==> config.mk <==
export PLATFORM = sky130hd
export DESIGN_NAME = motor_overcurrent_fault_qualifier_core
export DESIGN_NICKNAME = d
export VERILOG_FILES = /design/src/design/mofq_pkg.sv /design/src/design/motor_overcurrent_fault_qualifier_core.sv
export SDC_FILE = /design/constraint.sdc
export NUM_CORES = 1
export LEC_CHECK = 0
export BUFFER_PORTS_ARGS = -buffer_cell sky130_fd_sc_hd__buf_4
export CAP_MARGIN = 20
export CORE_MARGIN = 3
export CORE_UTILIZATION = 55
export CTS_CLUSTER_SIZE = 40
export DETAILED_ROUTE_END_ITERATION = 16
export GPL_TIMING_DRIVEN = 0
export PLACE_DENSITY_LB_ADDON = 0.05
export SLEW_MARGIN = 20
export SYNTH_ARGS = -nofsm -noshare
export SYNTH_HDL_FRONTEND = slang
export SYNTH_SLANG_ARGS = --single-unit
==> constraint.sdc <==
create_clock -name aclk -period 4.75 [get_ports aclk]
set_clock_uncertainty 0.1 [all_clocks]
set_input_delay 0.95 -clock aclk [delete_from_list [all_inputs] [get_ports aclk]]
set_output_delay 0.95 -clock aclk [all_outputs]
set_load 0.02 [all_outputs]
==> src/design/mofq_pkg.sv <==
`timescale 1ns / 1ps

package mofq_pkg;

    // Item modes
    localparam logic [1:0] MODE_CHECK       = 2'd0;
    localparam logic [1:0] MODE_TICK        = 2'd1;
    localparam logic [1:0] MODE_CLEAR_FAULT = 2'd2;
    localparam logic [1:0] MODE_CLEAR_COUNT = 2'd3;

    // Trip event codes
    localparam logic [1:0] EVT_NONE    = 2'd0;
    localparam logic [1:0] EVT_TRIP    = 2'd1;
    localparam logic [1:0] EVT_LATCHED = 2'd2;

    // Configuration register indexes
    localparam logic [1:0] CFG_CURRENT_LIMIT = 2'd0;
    localparam logic [1:0] CFG_NOISE_TIME    = 2'd1;
    localparam logic [1:0] CFG_REPEAT_LIMIT  = 2'd2;
    localparam logic [1:0] CFG_WINDOW_TIME   = 2'd3;

    // Configuration reset values
    localparam logic [15:0] RST_CURRENT_LIMIT = 16'd65535;
    localparam logic [15:0] RST_NOISE_TIME    = 16'd100;
    localparam logic [7:0]  RST_REPEAT_LIMIT  = 8'd3;
    localparam logic [15:0] RST_WINDOW_TIME   = 16'd1000;

    localparam logic [7:0] TRIP_COUNT_MAX = 8'd255;

    // One input item
    typedef struct packed {
        logic [1:0]  mode;
        logic [15:0] current_ma;
        logic        motion_idle;
    } item_t;

    // Qualifier state
    typedef struct packed {
        logic        fault_latched;
        logic [15:0] noise_remaining;
        logic        noise_active;
        logic        noise_expired;
        logic [7:0]  trips_counted;
        logic [15:0] window_remaining;
        logic        window_expired;
    } qual_state_t;

endpackage

==> src/design/motor_overcurrent_fault_qualifier_core.sv <==
`timescale 1ns / 1ps
// Each item passes through the input register, then the result register.
// Throughput: one item per cycle while m_ready takes results; the input register lets an
// item be taken while a result waits on m_ready, and the whole qualifier update is one
// pass of compare and count logic.
// Reset: synchronous, active-low aresetn clears all qualifier state and both valid flags and
// loads the configuration registers with their default values.
module motor_overcurrent_fault_qualifier_core (
    input  logic        aclk,
    input  logic        aresetn,
    input  logic        cfg_we,
    input  logic [1:0]  cfg_index,
    input  logic [15:0] cfg_wdata,
    input  logic        s_valid,
    output logic        s_ready,
    input  logic [1:0]  s_mode,
    input  logic [15:0] s_current_ma,
    input  logic        s_motion_idle,
    output logic        m_valid,
    input  logic        m_ready,
    output logic        m_fault,
    output logic [1:0]  m_trip_event,
    output logic [7:0]  m_trip_count
);
    import mofq_pkg::*;

    logic [15:0] current_limit_reg;
    logic [15:0] noise_time_reg;
    logic [7:0]  repeat_limit_reg;
    logic [15:0] window_time_reg;

    item_t       item_reg;
    logic        item_valid_reg;
    qual_state_t state_reg;
    qual_state_t state_next;
    logic [1:0]  event_next;
    logic        out_valid_reg;
    logic        fault_reg;
    logic [1:0]  event_reg;
    logic [7:0]  count_reg;
    logic        advance;

    // Move the held item into the result register when that register is free
    assign advance = item_valid_reg && (!out_valid_reg || m_ready);
    assign s_ready = !item_valid_reg || advance;

    // Configuration registers
    always_ff @(posedge aclk) begin
        if (!aresetn) begin
            current_limit_reg <= RST_CURRENT_LIMIT;
            noise_time_reg    <= RST_NOISE_TIME;
            repeat_limit_reg  <= RST_REPEAT_LIMIT;
            window_time_reg   <= RST_WINDOW_TIME;
        end else if (cfg_we) begin
            case (cfg_index)
                CFG_CURRENT_LIMIT: current_limit_reg <= cfg_wdata;
                CFG_NOISE_TIME:    noise_time_reg    <= cfg_wdata;
                CFG_REPEAT_LIMIT:  repeat_limit_reg  <= cfg_wdata[7:0];
                CFG_WINDOW_TIME:   window_time_reg   <= cfg_wdata;
                default: ;
            endcase
        end
    end

    // Input register
    always_ff @(posedge aclk) begin
        if (!aresetn) begin
            item_valid_reg <= 1'b0;
        end else if (s_ready) begin
            item_valid_reg <= s_valid;
        end
    end

    always_ff @(posedge aclk) begin
        if (s_valid && s_ready) begin
            item_reg.mode        <= s_mode;
            item_reg.current_ma  <= s_current_ma;
            item_reg.motion_idle <= s_motion_idle;
        end
    end

    // Qualifier update for the held item
    always_comb begin
        state_next = state_reg;
        event_next = EVT_NONE;
        case (item_reg.mode)
            MODE_CHECK: begin
                if (item_reg.motion_idle) begin
                    if (item_reg.current_ma >= current_limit_reg) begin
                        if (!state_reg.fault_latched) begin
                            if (!state_reg.noise_active) begin
                                // start the noise filter
                                if (noise_time_reg == 16'd0) begin
                                    state_next.noise_expired   = 1'b1;
                                    state_next.noise_remaining = 16'd0;
                                end else begin
                                    state_next.noise_remaining = noise_time_reg;
                                    state_next.noise_active    = 1'b1;
                                    state_next.noise_expired   = 1'b0;
                                end
                            end else if (state_reg.noise_expired) begin
                                // count the trip
                                state_next.noise_remaining = 16'd0;
                                state_next.noise_active    = 1'b0;
                                if (state_reg.trips_counted != TRIP_COUNT_MAX) begin
                                    state_next.trips_counted = state_reg.trips_counted + 8'd1;
                                end
                                if (state_next.trips_counted >= repeat_limit_reg) begin
                                    state_next.fault_latched    = 1'b1;
                                    state_next.trips_counted    = 8'd0;
                                    state_next.window_remaining = 16'd0;
                                    event_next                  = EVT_LATCHED;
                                end else begin
                                    if (window_time_reg == 16'd0) begin
                                        state_next.window_expired   = 1'b1;
                                        state_next.window_remaining = 16'd0;
                                    end else begin
                                        state_next.window_remaining = window_time_reg;
                                        state_next.window_expired   = 1'b0;
                                    end
                                    event_next = EVT_TRIP;
                                end
                            end
                        end
                    end else begin
                        // drop the noise filter on a low sample
                        state_next.noise_remaining = 16'd0;
                        state_next.noise_active    = 1'b0;
                    end
                    // window over: clear the count
                    if (state_next.window_expired) begin
                        state_next.noise_remaining  = 16'd0;
                        state_next.trips_counted    = 8'd0;
                        state_next.noise_active     = 1'b0;
                        state_next.window_remaining = 16'd0;
                        state_next.window_expired   = 1'b0;
                    end
                end
            end
            MODE_TICK: begin
                if (state_reg.noise_remaining != 16'd0) begin
                    state_next.noise_remaining = state_reg.noise_remaining - 16'd1;
                    state_next.noise_expired   = (state_reg.noise_remaining == 16'd1);
                end
                if (state_reg.window_remaining != 16'd0) begin
                    state_next.window_remaining = state_reg.window_remaining - 16'd1;
                    state_next.window_expired   = (state_reg.window_remaining == 16'd1);
                end
            end
            MODE_CLEAR_FAULT: begin
                state_next.fault_latched = 1'b0;
            end
            MODE_CLEAR_COUNT: begin
                state_next.noise_remaining  = 16'd0;
                state_next.trips_counted    = 8'd0;
                state_next.noise_active     = 1'b0;
                state_next.window_remaining = 16'd0;
                state_next.window_expired   = 1'b0;
            end
            default: ;
        endcase
    end

    // Qualifier state
    always_ff @(posedge aclk) begin
        if (!aresetn) begin
            state_reg <= '0;
        end else if (advance) begin
            state_reg <= state_next;
        end
    end

    // Result register
    always_ff @(posedge aclk) begin
        if (!aresetn) begin
            out_valid_reg <= 1'b0;
        end else if (!out_valid_reg || m_ready) begin
            out_valid_reg <= item_valid_reg;
        end
    end

    always_ff @(posedge aclk) begin
        if (advance) begin
            fault_reg <= state_next.fault_latched;
            event_reg <= event_next;
            count_reg <= state_next.trips_counted;
        end
    end

    assign m_valid      = out_valid_reg;
    assign m_fault      = fault_reg;
    assign m_trip_event = event_reg;
    assign m_trip_count = count_reg;

endmodule

## Yosys cells after proc, flatten, opt, wreduce, memory -nomap -nowiden

Cells that the tools add are included.

| word-level totals | value |
|---|---|
| register bits after elaboration | 132 |
| input port bits | 42 |
| output and inout bits | 13 |
| logic and storage cells | 115 |

| cells by class | value |
|---|---|
| $add $sub $neg | 3 |
| magnitude comparators | 2 |
| eq/ne operators | 21 |
| mux-type cells | 40 |
| bitwise operators | 5 |
| reductions and logical operators | 25 |

Operator list:

| operator | count |
|---|---|
| 44-bit 2-to-1 mux | 2 |
| 17-bit 2-to-1 mux | 5 |
| 26-bit 2-to-1 mux | 3 |
| 25-bit 2-to-1 mux | 3 |
| 8-bit 2-to-1 mux | 8 |
| 17-bit one-hot mux with 3 select lines | 1 |
| 16-bit 2-to-1 mux | 3 |
| 16-bit one-hot mux with 3 select lines | 1 |
| 16-bit by 1-bit == test with 1-bit output (second input constant) | 2 |
| 16-bit logical NOT | 2 |
| 16-bit nonzero test | 2 |
| 16-bit by 1-bit subtractor with 16-bit output (second input constant) | 2 |
| 18-bit 2-to-1 mux | 1 |
| 16-bit >= comparator | 1 |
| 8-bit one-hot mux with 2 select lines | 1 |
| 2-bit inequality test (second input constant) | 6 |
| 3-bit by 2-bit inequality test with 1-bit output (second input constant) | 4 |
| 8-bit by 1-bit adder with 8-bit output (second input constant) | 1 |
| 2-bit == test (second input constant) | 4 |
| 8-bit >= comparator | 1 |
| 1-bit 2-to-1 mux | 8 |
| 8-bit inequality test (second input constant) | 1 |
| 2-bit AND reduction | 4 |
| 4-bit AND reduction | 2 |
| 16 further kinds | 28 |

## Depth between registers and ports, before layout

| logic depth | value |
|---|---|
| depth after elaboration | 19 |
| gate-level depth with buffers | 15 |
| mapped depth without buffers | 14 |

## Worst setup path after synthesis

No wires, ideal clock.

| path | value |
|---|---|
| path type | reg2reg |
| start | register state_reg[17] in the netlist's numbering |
| end | register state_reg[39] in the netlist's numbering |
| setup time | 0.080 ns |
| data arrival time | 3.397 ns |
| data required time | 4.570 ns |
| slack | 1.173 ns |
| cell stages (with the launch flop) | 15 |
| path buffers | 1 |
| period minus slack after synthesis | 3.577 ns |
| path through | dfxtp_1 ha_1 nand3_1 nor2_1 nand2_1 xnor2_1 ha_1 nand2b_1 a2111o_1 a31oi_1 o21ai_1 a2111oi_4 buf_6 a22oi_1 a211oi_2 |

| on the way | value |
|---|---|
| word-level cells in the longest chain between the ends | 19 |
| elaborated cells on any way between the ends | 23 |
| classes of those cells | add/sub (1); order compare (1); eq/ne (3); mux (17); reduce/logical (1) |

RTL lines:

| element | RTL line | source |
|---|---|---|
| from (decl) | motor_overcurrent_fault_qualifier_core.sv:34 | `qual_state_t state_reg;` |
| from (signal assigned) | motor_overcurrent_fault_qualifier_core.sv:169 | `state_reg <= state_next;` |
| 8-bit by 1-bit adder with 8-bit output or 8-bit inequality test (tied branches) | motor_overcurrent_fault_qualifier_core.sv:106, motor_overcurrent_fault_qualifier_core.sv:105 |  |
| 8-bit 2-to-1 mux * | motor_overcurrent_fault_qualifier_core.sv:105 | `if (state_reg.trips_counted != TRIP_COUNT_MAX) begin` |
| 8-bit 2-to-1 mux * | motor_overcurrent_fault_qualifier_core.sv:101 | `end else if (state_reg.noise_expired) begin` |
| 8-bit 2-to-1 mux * | motor_overcurrent_fault_qualifier_core.sv:91 | `if (!state_reg.noise_active) begin` |
| 8-bit 2-to-1 mux * | motor_overcurrent_fault_qualifier_core.sv:90 | `if (!state_reg.fault_latched) begin` |
| 8-bit 2-to-1 mux * | motor_overcurrent_fault_qualifier_core.sv:89 | `if (item_reg.current_ma >= current_limit_reg) begin` |
| 8-bit 2-to-1 mux * | motor_overcurrent_fault_qualifier_core.sv:88 | `if (item_reg.motion_idle) begin` |
| 8-bit 2-to-1 mux * | motor_overcurrent_fault_qualifier_core.sv:86 | `case (item_reg.mode)` |
| [... 3 more ...] | -- |  |
| 25-bit 2-to-1 mux * | motor_overcurrent_fault_qualifier_core.sv:91 |  |
| 44-bit 2-to-1 mux * | motor_overcurrent_fault_qualifier_core.sv:90 |  |
| 26-bit 2-to-1 mux * | motor_overcurrent_fault_qualifier_core.sv:89 |  |
| 26-bit 2-to-1 mux * | motor_overcurrent_fault_qualifier_core.sv:88 |  |
| 26-bit 2-to-1 mux * | motor_overcurrent_fault_qualifier_core.sv:86 |  |
| 17-bit 2-to-1 mux | motor_overcurrent_fault_qualifier_core.sv:131 | `if (state_next.window_expired) begin` |
| 44-bit 2-to-1 mux | motor_overcurrent_fault_qualifier_core.sv:88 |  |
| 16-bit one-hot mux with 3 select lines | motor_overcurrent_fault_qualifier_core.sv:86 |  |

Every way passes the cells marked *; elsewhere a longest branch is shown, timed or not. The select of a mux whose other input is x is not followed.
A chain may end at the register's enable or synchronous reset.

## Worst setup path after layout

| path | value |
|---|---|
| start | register state_reg[17] in the netlist's numbering |
| end | register state_reg[40] in the netlist's numbering |

Same word-level chain as after synthesis.

==> results.md <==
* Core area at 0.01171 mm^2
* Wire length on met1 at 8.400 mm
* Post-synth ARST share at 0%
* Mapped Nets at 853
* Outcome: complete, no violations
* Final Util at 67.25%
* TritonCTS Buffers at 17
* WL per Instance at 19.18 um
* Placed cell areas at 0.007333 mm^2
* PortBufs at 52
* CP peak stage delay at 0.73 ns
* Worst EP required at 5.00 ns
* Clock-pin slew on the worst setup and hold paths at 0.06 ns
* GRT Util Overall at 29.77%
* Vias in the first global route at 6065
* ANT nets after route at 0
* Metal3 WL at 1.589 mm
* Number of synthesized flops with an enable pin at 30
* Synth top cells by count: nand2_1 (139), dfxtp_1 (102), a21oi_1 (74), nor2_1 (39), inv_1 (38)
* Cell mode on critical path: ha_1
* Comb power frac at 14.4%
* Gate Count Post-Synth at 777
* CTS max path bufs at 2
* Routed WL at 19.26 mm
* Int Power at 0.002083 W
* Count leader, synth: nand2_1
* Initial Utilization at 57.71%
* Max Fanout on Critical Path at 10
* Pleak at 3.181 nW
* Hold path startpoint: repeat_limit_reg[5]$_SDFFE_PN0P_
* Count of cell types in the netlist at 75
* Total power at 0.002866 W
* Mapped Area at 0.006759 mm^2
* Critical path capture point type: register
* Clk_lat worst skew at 0.43 ns
* Drt via density at 6.204
* Psw at 0.0007825 W
* Primary FF master, synth: dfxtp_1
* Multi-input gate area at 0.003506 mm^2
* Resize count post-CTS at 0
* Largest net degree at the start of global routing at 21
* R2r endpoint: state_reg[40]$_SDFFE_PN0P_
* Met2 WL at 8.724 mm
* Final nets at 924
* Synthesis-to-layout area growth at 16.53%
* Seq/Total Area, Yosys at 43.54%
* Layout fillers at 985
* Type of the tightest min-delay check: register to register
* Max-cap violations at 0
* CP arrival at 4.57 ns
* Die H at 116.9 um
* Initial antenna violation count at 0
* PD cells at 363.9 mW/mm^2
* Net Sw Frac at 27.30%
* Setup_tns at 0 ns
* Die X at 116.9 um
* Largest cells by area after synthesis: dfxtp_1 (30%), edfxtp_1 (13%), nand2_1 (7.7%)
* Worst Reg-to-Reg Cells at 14
* Flop-to-flop setup slack at 0.42 ns
* CP Launch Point: state_reg[17]$_SDFFE_PN0P_
* Final count of hold timing violations at 0
* Max Clock Freq at 0.2310 GHz
* Part of the power in registers at 43.4%
* First-pass GRT wire length at 30.95 mm
* Largest register FFs at 44
* VDD IR-drop max at 0.0002990 V
* Hold worst-path end: repeat_limit_reg[5]$_SDFFE_PN0P_
* Final period utilization at 91.13%
* Max Slew Vio Count at 0
* Top Metal Used: met4
* Post-route cell area at 0.007876 mm^2
* TritonCTS clock tree: done
* Worst path cell trace: ha_1, nand3_1, nor2_1, nand2_1, xnor2_1, ha_1, nand2b_1, a2111o_1, a31oi_1, o21ai_1, a2111oi_4, buf_6, a22oi_1, a211oi_2
* Synth top area share at 30.21%
* Share of layout cells above drive strength 1 at 11.61%
* Setup CP Type: register to register
* Crit path buf inv count at 1
* Actual slew at the worst max-slew pin at 1.132 ns
* CP max-delay cell: a2111oi_4
* FF+latch area at 0.002943 mm^2
* Post-CTS setup buffer count at 0
* Worst r2r src: state_reg[17]$_SDFFE_PN0P_
* # setup viols final at 0
* Cell taking the most area after synthesis: dfxtp_1
* Yosys reg bits at 132
* Period minus WS final at 4.328 ns
* RSZ-0062 raised after global routing: no
* Clk sinks at 132
* Die area at 0.01366 mm^2
* Initial detailed-routing violation count at 682
* Ys Warns at 0
* # diodes at 0
* Clock power share at 42.2%
* Drt first pass iters at 7
* Root buffer cell: clkbuf_16
* Hold Buf Count CTS at 0
* Routability Congestion at 0.9564
* Setup WS post-layout at 0.4215 ns
* Total grt overflow at 0
* Dpl hpwl at 14.02 mm
* Crit-path leading delay family: compound AO/OA/AOI/OAI gates
* Startpoint Class: register
* Max H-tree Level at 4
* Dpl ws at 0.5017 ns
* Via count at 6229
* # DRC at 0
* Mapped Avg Cell Area at 8.699 um^2
* Ports at 55
* Hold path cells at 2
* Slew HR at 24.07%
* Cell row count at 39
-- metrics by stage --
stage               instances  hold WS, ns
finish                   1004       0.3589
global route             1004       0.3761
CTS                      1004       0.3597
detailed placement        972       0.3515
global placement          972       0.3471
floorplan                 777       0.3363
-- placed cells by master, fill, tap and decap left out, types with 7 or more instances in the layout --
master / instances
a211oi_1: 12
a21oi_1: 74
a221oi_1: 8
a22o_1: 10
a22oi_1: 13
buf_4: 52
clkbuf_1: 41
clkbuf_16: 18
dfxtp_1: 102
edfxtp_1: 30
ha_1: 34
inv_1: 38
nand2_1: 139
nand2b_1: 7
nand3_1: 21
nor2_1: 39
nor2b_1: 8
nor3_1: 20
nor4_1: 19
o211ai_1: 17
o21ai_0: 21
xor2_1: 10
-- metal layers --
metal,vias to the layer above,GRT usage (%)
li1,2973,-
met1,2967,39.68
met2,248,47.14
met3,41,6.889
met4,0,11.54
met5,-,0
-- area by class of cell --
cell class	instances	share of cell area, %
multi-input cells	564	44.51
flip-flops and latches	132	37.36
clock buffers	24	6.259
repair buffers	52	4.956
well taps	143	2.272
plain buffers	42	2.145
inverters	39	1.859
clock inverters	8	0.6354
-- worst max path at each step --
stage | to | slack (ns) | cells past startpoint
after floorplan | state_reg[39]$_SDFFE_PN0P_ | 1.17 | 14
after global placement | state_reg[16]$_SDFFE_PN0P_ | 0.48 | 13
after detailed placement | state_reg[41]$_SDFFE_PN0P_ | 0.50 | 13
after CTS | state_reg[41]$_SDFFE_PN0P_ | 0.48 | 14
after global routing | state_reg[40]$_SDFFE_PN0P_ | 0.21 | 14
final | state_reg[40]$_SDFFE_PN0P_ | 0.42 | 14
-- worst register-to-register path: stages (launching register included) --
cell and delay (ns):
dfxtp_1 0.47, ha_1 0.26, nand3_1 0.12, nor2_1 0.23
nand2_1 0.18, xnor2_1 0.17, ha_1 0.27, nand2b_1 0.14
a2111o_1 0.42, a31oi_1 0.35, o21ai_1 0.24, a2111oi_4 0.73
buf_6 0.25, a22oi_1 0.11, a211oi_2 0.23
-- cells by family after synthesis --
kind of cell,after synthesis,share of synthesized area (%)
fa+ha+maj,34,6.294
mux,3,0.4628
simple gates,295,20.68
compound gates,216,22.29
buf+inv,81,4.665
flops,132,43.54
xor+xnor,16,2.073
-- power groups by stage --
stage / Clock, W / Sequential, W / Combinational, W
5_1_grt: 0.00127 / 0.00125 / 0.000456
2_1_floorplan: 0 / 0.00126 / 0.000273
3_5_place_dp: 0 / 0.00127 / 0.000402
6_report: 0.00121 / 0.00124 / 0.000412
4_1_cts: 0.00122 / 0.00124 / 0.000406
3_3_place_gp: 0 / 0.00126 / 0.000391
Power figures use the tool's default switching activity.
